==> src/design/ksm_pkg.sv <==
// ----------------------------------------------------------------------------
// ksm_pkg
// Shared types, constants and the control program of the scalar Kalman
// smoother: register map, control word layout and the step table.
// ----------------------------------------------------------------------------
package ksm_pkg;

   localparam int unsigned DATA_W    = 32;
   localparam int unsigned GAIN_W    = 31;
   localparam int unsigned ADDR_W    = 4;
   localparam int unsigned STEP_W    = 4;
   localparam int unsigned CNT_W     = 5;
   localparam int unsigned DIV_ITERS = 31;

   localparam logic [GAIN_W-1:0] ONE_Q30 = 31'd1073741824;

   localparam logic [DATA_W-1:0] PROC_VAR_RESET = 32'd429496730;
   localparam logic [DATA_W-1:0] MEAS_VAR_RESET = 32'd32212255;
   localparam logic [DATA_W-1:0] ERR_INIT_RESET = 32'd1073741824;

   // register indexes (byte address = 4 * index)
   localparam logic [1:0] REG_PROC_VAR = 2'd0;
   localparam logic [1:0] REG_MEAS_VAR = 2'd1;
   localparam logic [1:0] REG_ERR_INIT = 2'd2;

   typedef logic [STEP_W-1:0] step_type;
   typedef logic [CNT_W-1:0]  cnt_type;

   // program steps
   localparam step_type ST_WAIT     = 4'd0;
   localparam step_type ST_MUL_PQ   = 4'd1;
   localparam step_type ST_PREDICT  = 4'd2;
   localparam step_type ST_DIV_INIT = 4'd3;
   localparam step_type ST_DIV_STEP = 4'd4;
   localparam step_type ST_DIFF     = 4'd5;
   localparam step_type ST_MUL_CORR = 4'd6;
   localparam step_type ST_CORRECT  = 4'd7;
   localparam step_type ST_MUL_P    = 4'd8;
   localparam step_type ST_UPDATE_P = 4'd9;
   localparam step_type ST_EMIT     = 4'd10;

   typedef enum logic [1:0] {
      MUL_PQ   = 2'd0,
      MUL_CORR = 2'd1,
      MUL_P    = 2'd2
   } mul_sel_type;

   typedef enum logic [2:0] {
      COND_NEVER    = 3'd0,
      COND_ALWAYS   = 3'd1,
      COND_NO_REQ   = 3'd2,
      COND_CNT_NZ   = 3'd3,
      COND_OUT_BUSY = 3'd4
   } cond_type;

   typedef struct packed {
      mul_sel_type mul_sel;
      logic        wait_req;
      logic        mul_en;
      logic        predict_en;
      logic        div_init;
      logic        div_step;
      logic        diff_en;
      logic        correct_en;
      logic        update_en;
      logic        emit;
      logic        last;
      cond_type    cond;
      step_type    target;
   } ctl_type;

   typedef struct packed {
      logic req_valid;
      logic cnt_nz;
      logic out_busy;
   } stat_type;

   typedef struct packed {
      logic [DATA_W-1:0] proc_var;
      logic [DATA_W-1:0] meas_var;
      logic [DATA_W-1:0] err_init;
   } cfg_type;

   function automatic ctl_type ucode_word(input step_type step);
      ctl_type c;
      c = '{mul_sel: MUL_PQ, wait_req: 1'b0, mul_en: 1'b0, predict_en: 1'b0,
            div_init: 1'b0, div_step: 1'b0, diff_en: 1'b0, correct_en: 1'b0,
            update_en: 1'b0, emit: 1'b0, last: 1'b0, cond: COND_NEVER,
            target: ST_WAIT};
      unique case (step)
         ST_WAIT: begin
            c.wait_req = 1'b1;
            c.cond     = COND_NO_REQ;
            c.target   = ST_WAIT;
         end
         ST_MUL_PQ: begin
            c.mul_en  = 1'b1;
            c.mul_sel = MUL_PQ;
         end
         ST_PREDICT:  c.predict_en = 1'b1;
         ST_DIV_INIT: c.div_init   = 1'b1;
         ST_DIV_STEP: begin
            c.div_step = 1'b1;
            c.cond     = COND_CNT_NZ;
            c.target   = ST_DIV_STEP;
         end
         ST_DIFF: c.diff_en = 1'b1;
         ST_MUL_CORR: begin
            c.mul_en  = 1'b1;
            c.mul_sel = MUL_CORR;
         end
         ST_CORRECT: c.correct_en = 1'b1;
         ST_MUL_P: begin
            c.mul_en  = 1'b1;
            c.mul_sel = MUL_P;
         end
         ST_UPDATE_P: c.update_en = 1'b1;
         ST_EMIT: begin
            c.emit   = 1'b1;
            c.last   = 1'b1;
            c.cond   = COND_OUT_BUSY;
            c.target = ST_EMIT;
         end
         default: begin
            c.cond   = COND_ALWAYS;
            c.target = ST_WAIT;
         end
      endcase
      return c;
   endfunction

endpackage

==> src/design/ksm_req_if.sv <==
// ----------------------------------------------------------------------------
// ksm_req_if
// Sample channel: valid/ready handshake carrying one sample and its
// restart flag.
// ----------------------------------------------------------------------------
interface ksm_req_if;
   logic                                valid;
   logic                                ready;
   logic signed [ksm_pkg::DATA_W-1:0]   sample;
   logic                                first;

   modport source (output valid, output sample, output first, input ready);
   modport sink   (input valid, input sample, input first, output ready);
endinterface

==> src/design/ksm_rsp_if.sv <==
// ----------------------------------------------------------------------------
// ksm_rsp_if
// Result channel: valid/ready handshake carrying the filtered estimate and
// the gain used for that sample.
// ----------------------------------------------------------------------------
interface ksm_rsp_if;
   logic                                valid;
   logic                                ready;
   logic signed [ksm_pkg::DATA_W-1:0]   estimate;
   logic        [ksm_pkg::GAIN_W-1:0]   gain;

   modport source (output valid, output estimate, output gain, input ready);
   modport sink   (input valid, input estimate, input gain, output ready);
endinterface

==> src/design/scalar_kalman_smoother_core.sv <==
// ----------------------------------------------------------------------------
// scalar_kalman_smoother_core
// One-dimensional Kalman-style smoother: predict, gain by serial division,
// correct and error update, run by a microcoded sequencer.
// ----------------------------------------------------------------------------
// A new sample is taken only when the sequencer is back at its wait step;
// the 31-step gain division loop on the divider's own subtractor takes
// most of the program.
// A result waiting on rsp holds the sequencer only at its final step.
// Reset (synchronous): estimate and error covariance clear to zero, the
// registers take their defaults, no result is pending.
module scalar_kalman_smoother_core (
   input  logic                          clock,
   input  logic                          reset,
   ksm_req_if.sink                       req,
   ksm_rsp_if.source                     rsp,
   input  logic                          csr_psel,
   input  logic                          csr_penable,
   input  logic                          csr_pwrite,
   input  logic [ksm_pkg::ADDR_W-1:0]    csr_paddr,
   input  logic [ksm_pkg::DATA_W-1:0]    csr_pwdata,
   output logic [ksm_pkg::DATA_W-1:0]    csr_prdata,
   output logic                          csr_pready
);

   ksm_pkg::cfg_type  cfg;
   ksm_pkg::ctl_type  ctl;
   ksm_pkg::stat_type stat;

   ksm_csr u_csr (
      .clock       (clock),
      .reset       (reset),
      .csr_psel    (csr_psel),
      .csr_penable (csr_penable),
      .csr_pwrite  (csr_pwrite),
      .csr_paddr   (csr_paddr),
      .csr_pwdata  (csr_pwdata),
      .csr_prdata  (csr_prdata),
      .csr_pready  (csr_pready),
      .cfg         (cfg)
   );

   ksm_sequencer u_seq (
      .clock (clock),
      .reset (reset),
      .stat  (stat),
      .ctl   (ctl)
   );

   ksm_datapath u_dp (
      .clock (clock),
      .reset (reset),
      .ctl   (ctl),
      .cfg   (cfg),
      .stat  (stat),
      .req   (req),
      .rsp   (rsp)
   );

endmodule

==> src/design/ksm_csr.sv <==
// ----------------------------------------------------------------------------
// ksm_csr
// APB-style register block holding process noise, measurement noise and
// the initial error covariance.
// ----------------------------------------------------------------------------
module ksm_csr (
   input  logic                          clock,
   input  logic                          reset,
   input  logic                          csr_psel,
   input  logic                          csr_penable,
   input  logic                          csr_pwrite,
   input  logic [ksm_pkg::ADDR_W-1:0]    csr_paddr,
   input  logic [ksm_pkg::DATA_W-1:0]    csr_pwdata,
   output logic [ksm_pkg::DATA_W-1:0]    csr_prdata,
   output logic                          csr_pready,
   output ksm_pkg::cfg_type              cfg
);

   ksm_pkg::cfg_type cfg_ff;
   ksm_pkg::cfg_type cfg_in;
   logic [1:0]       index;
   logic             wr_en;

   assign index      = csr_paddr[3:2];
   assign wr_en      = csr_psel && csr_penable && csr_pwrite;
   assign csr_pready = 1'b1;
   assign cfg        = cfg_ff;

   always_comb begin
      cfg_in = cfg_ff;
      if (wr_en) begin
         unique case (index)
            ksm_pkg::REG_PROC_VAR: cfg_in.proc_var = csr_pwdata;
            ksm_pkg::REG_MEAS_VAR: cfg_in.meas_var = csr_pwdata;
            ksm_pkg::REG_ERR_INIT: cfg_in.err_init = csr_pwdata;
            default: ;
         endcase
      end
   end

   always_comb begin
      unique case (index)
         ksm_pkg::REG_PROC_VAR: csr_prdata = cfg_ff.proc_var;
         ksm_pkg::REG_MEAS_VAR: csr_prdata = cfg_ff.meas_var;
         ksm_pkg::REG_ERR_INIT: csr_prdata = cfg_ff.err_init;
         default:               csr_prdata = '0;
      endcase
   end

   always_ff @(posedge clock) begin
      if (reset) begin
         cfg_ff.proc_var <= ksm_pkg::PROC_VAR_RESET;
         cfg_ff.meas_var <= ksm_pkg::MEAS_VAR_RESET;
         cfg_ff.err_init <= ksm_pkg::ERR_INIT_RESET;
      end else begin
         cfg_ff <= cfg_in;
      end
   end

endmodule

==> src/design/ksm_sequencer.sv <==
// ----------------------------------------------------------------------------
// ksm_sequencer
// Step counter over the control program; issues one control word per
// cycle and takes conditional jumps on datapath status.
// ----------------------------------------------------------------------------
module ksm_sequencer (
   input  logic               clock,
   input  logic               reset,
   input  ksm_pkg::stat_type  stat,
   output ksm_pkg::ctl_type   ctl
);

   ksm_pkg::step_type step_ff;
   ksm_pkg::step_type step_in;
   logic              taken;

   assign ctl = ksm_pkg::ucode_word(step_ff);

   always_comb begin
      unique case (ctl.cond)
         ksm_pkg::COND_NEVER:    taken = 1'b0;
         ksm_pkg::COND_ALWAYS:   taken = 1'b1;
         ksm_pkg::COND_NO_REQ:   taken = !stat.req_valid;
         ksm_pkg::COND_CNT_NZ:   taken = stat.cnt_nz;
         ksm_pkg::COND_OUT_BUSY: taken = stat.out_busy;
         default:                taken = 1'b1;
      endcase
   end

   always_comb begin
      priority if (taken) begin
         step_in = ctl.target;
      end else if (ctl.last) begin
         step_in = ksm_pkg::ST_WAIT;
      end else begin
         step_in = step_ff + ksm_pkg::step_type'(1);
      end
   end

   always_ff @(posedge clock) begin
      if (reset) begin
         step_ff <= ksm_pkg::ST_WAIT;
      end else begin
         step_ff <= step_in;
      end
   end

endmodule

==> src/design/ksm_datapath.sv <==
// ----------------------------------------------------------------------------
// ksm_datapath
// Filter state, one shared 33x32 multiplier, a radix-2 restoring divider
// for the gain, saturating adders and the result register.
// ----------------------------------------------------------------------------
module ksm_datapath (
   input  logic              clock,
   input  logic              reset,
   input  ksm_pkg::ctl_type  ctl,
   input  ksm_pkg::cfg_type  cfg,
   output ksm_pkg::stat_type stat,
   ksm_req_if.sink           req,
   ksm_rsp_if.source         rsp
);

   logic signed [31:0] est_ff,    est_in;
   logic        [31:0] p_ff,      p_in;
   logic signed [31:0] sample_ff, sample_in;
   logic        [64:0] prod_ff,   prod_in;
   logic        [32:0] den_ff,    den_in;
   logic        [33:0] rem_ff,    rem_in;
   logic               nbit_ff,   nbit_in;
   ksm_pkg::cnt_type   cnt_ff,    cnt_in;
   logic        [30:0] q_ff,      q_in;
   logic        [30:0] k_ff,      k_in;
   logic        [32:0] mag_ff,    mag_in;
   logic               neg_ff,    neg_in;
   logic               rsp_valid_ff, rsp_valid_in;
   logic signed [31:0] rsp_est_ff,   rsp_est_in;
   logic        [30:0] rsp_gain_ff,  rsp_gain_in;

   logic        [32:0] mul_a;
   logic        [31:0] mul_b;
   logic               req_fire;
   logic               out_busy;
   logic signed [33:0] pred_sum;
   logic        [35:0] p_sum;
   logic        [33:0] div_sh;
   logic        [34:0] div_diff;
   logic signed [32:0] diff;
   logic        [63:0] rnd_sum;
   logic        [33:0] corr;
   logic signed [35:0] corr_sum;

   function automatic logic signed [31:0] sat_s34(input logic signed [33:0] v);
      logic signed [31:0] r;
      if (v > 34'sd2147483647) begin
         r = 32'sh7FFF_FFFF;
      end else if (v < -34'sd2147483648) begin
         r = 32'sh8000_0000;
      end else begin
         r = v[31:0];
      end
      return r;
   endfunction

   function automatic logic signed [31:0] sat_s36(input logic signed [35:0] v);
      logic signed [31:0] r;
      if (v > 36'sd2147483647) begin
         r = 32'sh7FFF_FFFF;
      end else if (v < -36'sd2147483648) begin
         r = 32'sh8000_0000;
      end else begin
         r = v[31:0];
      end
      return r;
   endfunction

   assign req.ready = ctl.wait_req;
   assign req_fire  = req.valid && ctl.wait_req;
   assign out_busy  = rsp_valid_ff && !rsp.ready;

   assign stat.req_valid = req.valid;
   assign stat.cnt_nz    = (cnt_ff != '0);
   assign stat.out_busy  = out_busy;

   assign rsp.valid    = rsp_valid_ff;
   assign rsp.estimate = rsp_est_ff;
   assign rsp.gain     = rsp_gain_ff;

   // shared multiplier operands
   always_comb begin
      unique case (ctl.mul_sel)
         ksm_pkg::MUL_PQ: begin
            mul_a = {1'b0, p_ff};
            mul_b = cfg.proc_var;
         end
         ksm_pkg::MUL_CORR: begin
            mul_a = mag_ff;
            mul_b = {1'b0, k_ff};
         end
         ksm_pkg::MUL_P: begin
            mul_a = {1'b0, p_ff};
            mul_b = {1'b0, ksm_pkg::ONE_Q30 - k_ff};
         end
         default: begin
            mul_a = '0;
            mul_b = '0;
         end
      endcase
   end

   always_comb begin
      pred_sum = {{2{est_ff[31]}}, est_ff} + $signed({14'd0, prod_ff[63:44]});
      p_sum    = {4'd0, p_ff} + {1'b0, prod_ff[63:29]};
      div_sh   = {rem_ff[32:0], nbit_ff};
      div_diff = {1'b0, div_sh} - {2'b00, den_ff};
      diff     = {sample_ff[31], sample_ff} - {est_ff[31], est_ff};
      rnd_sum  = prod_ff[63:0] + 64'd536870912;
      corr     = rnd_sum[63:30];
      if (neg_ff) begin
         corr_sum = {{4{est_ff[31]}}, est_ff} - $signed({2'b00, corr});
      end else begin
         corr_sum = {{4{est_ff[31]}}, est_ff} + $signed({2'b00, corr});
      end
   end

   always_comb begin
      est_in       = est_ff;
      p_in         = p_ff;
      sample_in    = sample_ff;
      prod_in      = prod_ff;
      den_in       = den_ff;
      rem_in       = rem_ff;
      nbit_in      = nbit_ff;
      cnt_in       = cnt_ff;
      q_in         = q_ff;
      k_in         = k_ff;
      mag_in       = mag_ff;
      neg_in       = neg_ff;
      rsp_valid_in = rsp_valid_ff;
      rsp_est_in   = rsp_est_ff;
      rsp_gain_in  = rsp_gain_ff;

      // restart on a first sample
      if (req_fire) begin
         sample_in = req.sample;
         if (req.first) begin
            est_in = req.sample;
            p_in   = cfg.err_init;
         end
      end

      if (ctl.mul_en) begin
         prod_in = mul_a * mul_b;
      end

      if (ctl.predict_en) begin
         est_in = sat_s34(pred_sum);
         p_in   = (p_sum[35:32] != 4'd0) ? 32'hFFFF_FFFF : p_sum[31:0];
      end

      // P*2^30 / (P+R): quotient fits 31 bits, so start with P >> 1
      if (ctl.div_init) begin
         den_in  = {1'b0, p_ff} + {1'b0, cfg.meas_var};
         rem_in  = {3'd0, p_ff[31:1]};
         nbit_in = p_ff[0];
         cnt_in  = ksm_pkg::cnt_type'(ksm_pkg::DIV_ITERS - 1);
         q_in    = '0;
      end

      if (ctl.div_step) begin
         nbit_in = 1'b0;
         if (!div_diff[34]) begin
            rem_in = div_diff[33:0];
            q_in   = {q_ff[29:0], 1'b1};
         end else begin
            rem_in = div_sh;
            q_in   = {q_ff[29:0], 1'b0};
         end
         if (cnt_ff != '0) begin
            cnt_in = cnt_ff - ksm_pkg::cnt_type'(1);
         end
      end

      if (ctl.diff_en) begin
         k_in   = (den_ff == 33'd0) ? 31'd0 : q_ff;
         neg_in = diff[32];
         mag_in = diff[32] ? 33'(-diff) : 33'(diff);
      end

      if (ctl.correct_en) begin
         est_in = sat_s36(corr_sum);
      end

      if (ctl.update_en) begin
         p_in = prod_ff[61:30];
      end

      // drop the result once transferred, load a new one when free
      if (rsp_valid_ff && rsp.ready) begin
         rsp_valid_in = 1'b0;
      end
      if (ctl.emit && !out_busy) begin
         rsp_valid_in = 1'b1;
         rsp_est_in   = est_ff;
         rsp_gain_in  = k_ff;
      end
   end

   always_ff @(posedge clock) begin
      if (reset) begin
         est_ff       <= '0;
         p_ff         <= '0;
         cnt_ff       <= '0;
         rsp_valid_ff <= 1'b0;
      end else begin
         est_ff       <= est_in;
         p_ff         <= p_in;
         cnt_ff       <= cnt_in;
         rsp_valid_ff <= rsp_valid_in;
      end
   end

   always_ff @(posedge clock) begin
      sample_ff   <= sample_in;
      prod_ff     <= prod_in;
      den_ff      <= den_in;
      rem_ff      <= rem_in;
      nbit_ff     <= nbit_in;
      q_ff        <= q_in;
      k_ff        <= k_in;
      mag_ff      <= mag_in;
      neg_ff      <= neg_in;
      rsp_est_ff  <= rsp_est_in;
      rsp_gain_ff <= rsp_gain_in;
   end

endmodule

==> src/flat_wrapper.sv <==
// flat-port wrapper written by rule: the top's interface ports become plain ports
module scalar_kalman_smoother_core_flat 
  (clock, reset, csr_psel, csr_penable, csr_pwrite, csr_paddr, csr_pwdata, csr_prdata, csr_pready, req_valid, req_sample, req_first, req_ready, rsp_valid, rsp_estimate, rsp_gain, rsp_ready);
  ksm_req_if req_i ();
  ksm_rsp_if rsp_i ();
  input  logic clock;
  input  logic reset;
  input  logic csr_psel;
  input  logic csr_penable;
  input  logic csr_pwrite;
  input  logic [ksm_pkg::ADDR_W-1:0] csr_paddr;
  input  logic [ksm_pkg::DATA_W-1:0] csr_pwdata;
  output logic [ksm_pkg::DATA_W-1:0] csr_prdata;
  output logic csr_pready;
  input wire logic [$bits(req_i.valid)-1:0] req_valid;
  input wire logic [$bits(req_i.sample)-1:0] req_sample;
  input wire logic [$bits(req_i.first)-1:0] req_first;
  output wire logic [$bits(req_i.ready)-1:0] req_ready;
  output wire logic [$bits(rsp_i.valid)-1:0] rsp_valid;
  output wire logic [$bits(rsp_i.estimate)-1:0] rsp_estimate;
  output wire logic [$bits(rsp_i.gain)-1:0] rsp_gain;
  input wire logic [$bits(rsp_i.ready)-1:0] rsp_ready;
  assign req_i.valid = req_valid;
  assign req_i.sample = req_sample;
  assign req_i.first = req_first;
  assign req_ready = req_i.ready;
  assign rsp_valid = rsp_i.valid;
  assign rsp_estimate = rsp_i.estimate;
  assign rsp_gain = rsp_i.gain;
  assign rsp_i.ready = rsp_ready;
  scalar_kalman_smoother_core u_core (.clock(clock), .reset(reset), .req(req_i), .rsp(rsp_i), .csr_psel(csr_psel), .csr_penable(csr_penable), .csr_pwrite(csr_pwrite), .csr_paddr(csr_paddr), .csr_pwdata(csr_pwdata), .csr_prdata(csr_prdata), .csr_pready(csr_pready));
endmodule
==> config.mk <==
export PLATFORM = sky130hd
export DESIGN_NAME = scalar_kalman_smoother_core_flat
export DESIGN_NICKNAME = d
export VERILOG_FILES = /design/src/design/ksm_pkg.sv /design/src/design/ksm_req_if.sv /design/src/design/ksm_rsp_if.sv /design/src/design/scalar_kalman_smoother_core.sv /design/src/design/ksm_csr.sv /design/src/design/ksm_sequencer.sv /design/src/design/ksm_datapath.sv /design/src/flat_wrapper.sv
export SDC_FILE = /design/constraint.sdc
export NUM_CORES = 2
export LEC_CHECK = 0
export BUFFER_PORTS_ARGS = -buffer_cell sky130_fd_sc_hd__buf_2
export CAP_MARGIN = 15
export CELL_PAD_IN_SITES_DETAIL_PLACEMENT = 0
export CELL_PAD_IN_SITES_GLOBAL_PLACEMENT = 1
export CORE_UTILIZATION = 45
export CTS_CLUSTER_SIZE = 40
export DETAILED_ROUTE_END_ITERATION = 7
export GPL_TIMING_DRIVEN = 0
export PLACE_DENSITY = 0.73
export SLEW_MARGIN = 0
export SYNTH_ARGS = -nofsm -noshare
export SYNTH_HDL_FRONTEND = slang
export SYNTH_SLANG_ARGS = --single-unit
==> constraint.sdc <==
create_clock -name clock -period 13.7 [get_ports clock]
set_input_delay 0.685 -clock clock [delete_from_list [all_inputs] [get_ports clock]]
set_output_delay 0.685 -clock clock [all_outputs]
set_load 0.02 [all_outputs]
After elaboration in Yosys (flattened, before gate mapping) --
Cells that the tools add are included.
Word-level totals: register bits after elaboration 492, input port bits 76, word-level logic and storage cells 127
Operators by class: add/subtract/negate cells 12, $mul 1, $lt $le $gt $ge 4, equal/unequal tests 17, multiplexer cells 43, reduce and logical (&&, ||, !) cells 30
Operators with widths (count):
- $mux W32 | 14
- $pmux W32 S3 | 2
- $mux W33 | 3
- $add A32 B35 Y36 | 2
- $pmux W33 S2 | 1
- $add A64 B30 Y64 const B | 1
- $mul A33 B32 Y64 | 1
- $mux W31 | 2
- $gt A36 B32 Y1 const B | 1
- $lt A36 B32 Y1 const B | 1
- $mux W36 | 1
- $sub A32 B35 Y36 | 1
- $sub A34 B33 Y35 | 1
- $add A32 B21 Y33 | 1
- $add A32 B32 Y33 | 1
- $gt A33 B32 Y1 const B | 1
- $logic_not A33 Y1 | 1
- $lt A33 B32 Y1 const B | 1
- $neg A33 Y33 | 1
- $sub A32 B32 Y33 | 1
- $sub A31 B31 Y31 const A | 1
- $pmux W7 S4 | 1
- $eq A4 B3 Y1 const B | 4
- $mux W5 | 3
- 27 further kinds | 60

Logic depth before layout (Yosys ltp) --
depth after elaboration 7, gate-level depth with buffers 42

By module --
From an unflattened synthesis, not the netlist that was laid out.
Unflattened totals: cell total of the unflattened synthesis 7377, area, all modules 65042.4 µm²
Modules (own cells, without submodules):
- ksm_datapath | times used 1, cells an instance 6842, area an instance 60123.9 µm², seq. area each 10189.8 µm²
- ksm_csr | times used 1, cells an instance 486, area an instance 4541.9 µm², seq. area each 1921.8 µm²
- ksm_sequencer | times used 1, cells an instance 49, area an instance 376.6 µm², seq. area each 80.1 µm²

Worst setup path before layout --
Ideal clock, no wire load.
path kind register to register, start point register u_core.u_dp.k_ff[3], end point register u_core.u_dp.prod_ff[58], data pin, arrival time 10.225 ns, data required time 13.436 ns, setup slack 3.212 ns, cell stages (with the launch flop) 36, buffers on the path 2, cells stage by stage edfxtp_1 -> or3_1 -> or2_2 -> buf_2 -> nor4_4 -> nand2_1 -> or3_1 -> or3_1 -> nor3_4 -> nor3_1 -> a221oi_1 -> buf_2 -> nor2_1 -> fa_1 -> inv_1 -> fa_1 -> inv_1 -> fa_1 -> inv_1 -> fa_1 -> inv_1 -> fa_1 -> fa_1 -> fa_1 -> fa_1 -> ha_1 -> a2111oi_0 -> o21ai_0 -> a221o_1 -> o41a_1 -> o31ai_1 -> a21oi_1 -> a31o_2 -> a221o_1 -> a221oi_1 -> xnor2_1
On the way: longest elaborated chain between the ends 3
RTL lines:
- start, declared | RTL line ksm_datapath.sv:25 | logic [30:0] k_ff, k_in;
- start signal, assigned | RTL line ksm_datapath.sv:222 | k_ff <= k_in;
- $sub A31 B31 Y31 | RTL line ksm_datapath.sv:94 | mul_b = {1'b0, ksm_pkg::ONE_Q30 - k_ff};
- $pmux W32 S3 (*) | RTL line ksm_datapath.sv:83 | unique case (ctl.mul_sel)
- $mul A33 B32 Y64 (*) | RTL line ksm_datapath.sv:145 | prod_in = mul_a * mul_b;
- end signal, assigned | RTL line ksm_datapath.sv:217 | prod_ff <= prod_in;
- end, declared | RTL line ksm_datapath.sv:19 | logic [64:0] prod_ff, prod_in;
Mark *: on every way between the ends. The rest lies on a longest branch, timed or not. A chain may end at the register's enable or synchronous reset.

Worst setup path after layout --
start point register u_core.u_dp.k_ff[8], end point register u_core.u_dp.prod_ff[46], data pin
The elaborated chain is that of the path after synthesis.

==> metrics.yaml <==
clock_tree:
  clkTransAtPathRegs_ns: 0.06
  numCtsBuffers: 51
  clockRootBuffer: "clkbuf_16"
  cts_buffer_depth: 3
  clk_latency_ns: 0.65
  cts_hold_buffers: 0
  htree_levels: 2
  cts_tree: "done"
  clock-sinks: 463
logic_synthesis:
  synth_seq_cells: 463
  synth_nets: 8836
  syn-cell-area_mm2: 0.0642
  seq_area_frac_synth_pct: 19.0
  syn_avg_cell_area_um2: 8.70
  synth_top_cell_area_share_pct: 29.0
  synthCells: 7386
  ys_async_sr_fraction_pct: 0
  yosys.area.top_type: "fa_1"
  synthDistinctLibCells: 99
  ys.flop_type: "edfxtp_1"
  synth_area_leaders: "fa_1 29%, edfxtp_1 14%, ha_1 8.6%"
  synth_commonest_cells: "1224 x nand2_1, 1104 x inv_1, 930 x fa_1"
  yosys_warnings: 0
  yosysMostFrequentCell: "nand2_1"
  synth_edf_count: 292
setup_path:
  crit_path_end_kind: "flip-flop"
  worst_path_most_repeated_cell: "fa_1"
  critPathRequiredTime_ns: 14.07
  arrival_ns: 13.75
  setup.worst_path.class: "flip-flop to flip-flop"
  critPathMaxStageDelay_ns: 0.85
  critPathSlowestCell: "clkbuf_1"
  start_kind: "flip-flop"
  crit_buf_inv: 4
  crit_family: "adder cells"
  crit_fanout: 10
floorplan:
  pin_count: 174
  rows: 138
  fp.dieW_um: 380
  start_util_pct: 45.4
  core_area_mm2: 0.142
  die_area_mm2: 0.144
  die_y_um: 380
job:
  max_cap_violations: 0
route:
  first_pass_iters: 6
  drt_iter0_drc: 6625
  route.detailed.drc: 0
  vias_per_cell: 5.92
  num_vias: 56700
  ant_nets: 0
  wl_per_cell_um: 27.8
  routed_wl_um: 266000
pwr:
  leakage_nw: 31.7
  peakVddDrop_v: 0.000108
  p_per_area_mw_per_mm2: 117
timing:
  hold_viol: 0
  max_freq_ghz: 0.0747
  period_needed_ns: 13.38
  setup_viol: 0
  clock-skew-final_ns: 0.0381
  slew_viol_final: 0
  whs_ns: 0.282
  finalCritPeriodShare_pct: 97.7
  tightest_slew_ns: 1.37
  rsz0062_at_grt: "false"
  relSlewSlack_pct: 6.00
final_layout:
  syn2layout_area_growth_pct: 8.97
  nFillCells: 13900
  stdcell_count: 9587
  final_nets: 9099
  drive_gt1_share_pct: 5.76
global_route:
  overflow: 0
  grt_pass1_wl_um: 385000
  first_global_vias: 55800
  grt_use_total_pct: 36.7
  grt_max_degree: 44
  antenna_found_initial: 10
placement:
  io_buffer_count: 168
  dp_cells: 9485
  gp_congestion: 1.01
  dp_hpwl_um: 223000
worst_hold_path:
  min_path_type: "input port to flip-flop"
status:
  status: "complete, no violations"
## where the power goes
part / leakage [nW] / internal [mW] / switching (mW)
clock: 0.898 / 0.872 / 0.655
combinational: 26.7 / 1.75 / 3.05
sequential: 4.07 / 1.65 / 0.202
## layer usage
layer | vias to the layer above | global-route usage, % | share of wire [%]
li1 | 24700 | - | -
met4 | 6 | 15.0 | 4.9
met1 | 28600 | 51.2 | 42
met5 | - | 0 | 0.013
met3 | 536 | 8.56 | 11
met2 | 2822 | 54.7 | 42
## through the flow
step	power (mW)	utilization [%]	worst slack (ns)	setup TNS, ns	cell area (um2)
final	8.19	49.4	0.320	0	70000
after CTS	8.12	49.4	0.00756	0	70000
after floorplan	4.92	-	3.21	0	64200
after detailed placement	6.57	48.1	0.120	0	68100
after global routing	8.70	49.4	0.0511	0	70000
after global placement	6.51	47.6	-0.208	-0.350	67400
## layout by cell type, fill, tap and decap left out, types with 43 or more instances in the layout
| cell type | synthesis | final |
|---|---|---|
| buf_2 | 28 | 198 |
| nand4_1 | 43 | 43 |
| ha_1 | 444 | 444 |
| clkbuf_16 | 0 | 54 |
| o21a_1 | 45 | 45 |
| nor2b_1 | 65 | 65 |
| nor2_1 | 629 | 627 |
| xnor2_1 | 174 | 174 |
| inv_1 | 1104 | 1104 |
| a21oi_1 | 371 | 371 |
| and2_1 | 76 | 76 |
| and3_1 | 64 | 64 |
| nand3_1 | 113 | 113 |
| a21o_1 | 108 | 108 |
| nor3_1 | 101 | 99 |
| fa_1 | 930 | 930 |
| a221oi_1 | 52 | 45 |
| mux2i_1 | 76 | 67 |
| edfxtp_1 | 292 | 292 |
| o21ai_0 | 216 | 215 |
| xor2_1 | 98 | 98 |
| a211oi_1 | 53 | 53 |
| a31oi_1 | 66 | 66 |
| clkbuf_1 | 296 | 299 |
| nand2b_1 | 46 | 45 |
| dfxtp_1 | 171 | 171 |
| nand2_1 | 1224 | 1224 |
## worst paths after layout
kind	from	endpoint	slack, ns	cells past startpoint
hold reg to reg	u_core.u_csr.cfg[26]$_SDFFE_PP0P_	u_core.u_csr.cfg[26]$_SDFFE_PP0P_	0.49	2
hold / removal	req_sample[19]	u_core.u_dp.sample_ff[19]$_DFFE_PP_	0.28	1
setup reg to reg	u_core.u_dp.k_ff[8]$_SDFFCE_PN0P_	u_core.u_dp.prod_ff[46]$_DFFE_PP_	0.32	34
setup / recovery	u_core.u_dp.k_ff[8]$_SDFFCE_PN0P_	u_core.u_dp.prod_ff[46]$_DFFE_PP_	0.32	34
## registers in the layout (all words and copies together), names as in the netlist
register                  flops
u_core.u_csr.cfg             96
u_core.u_dp.cnt_ff            5
u_core.u_dp.den_ff           33
u_core.u_dp.est_ff           32
u_core.u_dp.k_ff             31
u_core.u_dp.mag_ff           33
u_core.u_dp.nbit_ff           1
u_core.u_dp.neg_ff            1
u_core.u_dp.p_ff             32
u_core.u_dp.prod_ff          35
u_core.u_dp.q_ff             31
u_core.u_dp.rem_ff           33
u_core.u_dp.rsp.estimate     32
u_core.u_dp.rsp.gain         31
u_core.u_dp.rsp.valid         1
u_core.u_dp.sample_ff        32
u_core.u_seq.step_ff          4
## what timing repair did
item | 4_1_cts | 5_1_grt
setup endpoints to repair | 0 | 18
gates resized for setup | 0 | 6
buffers inserted | 0 | 0
## final cells by class
| cell class | count | area (um2) | share of cell area, % |
|---|---|---|---|
| diodes | 5 | 12.5 | 0.0179 |
| plain buffers | 352 | 1410 | 2.02 |
| clock buffers | 67 | 1490 | 2.13 |
| clock inverters | 29 | 365 | 0.522 |
| inverters | 1105 | 4150 | 5.93 |
| multi-input cells | 5466 | 46700 | 66.7 |
| flip-flops and latches | 463 | 12200 | 17.4 |
| well taps | 1890 | 2360 | 3.38 |
| repair buffers | 210 | 1310 | 1.88 |
## cell families after synthesis
family	Yosys count	synth area share [%]
simple gates	2519	17.2
buf+inv	1457	8.65
fa+ha+maj	1374	37.6
compound gates	1221	12.6
flops	463	19.0
xor+xnor	273	3.73
mux	78	1.22
other cells	1	0.00584
Power figures use the tool's default switching activity.
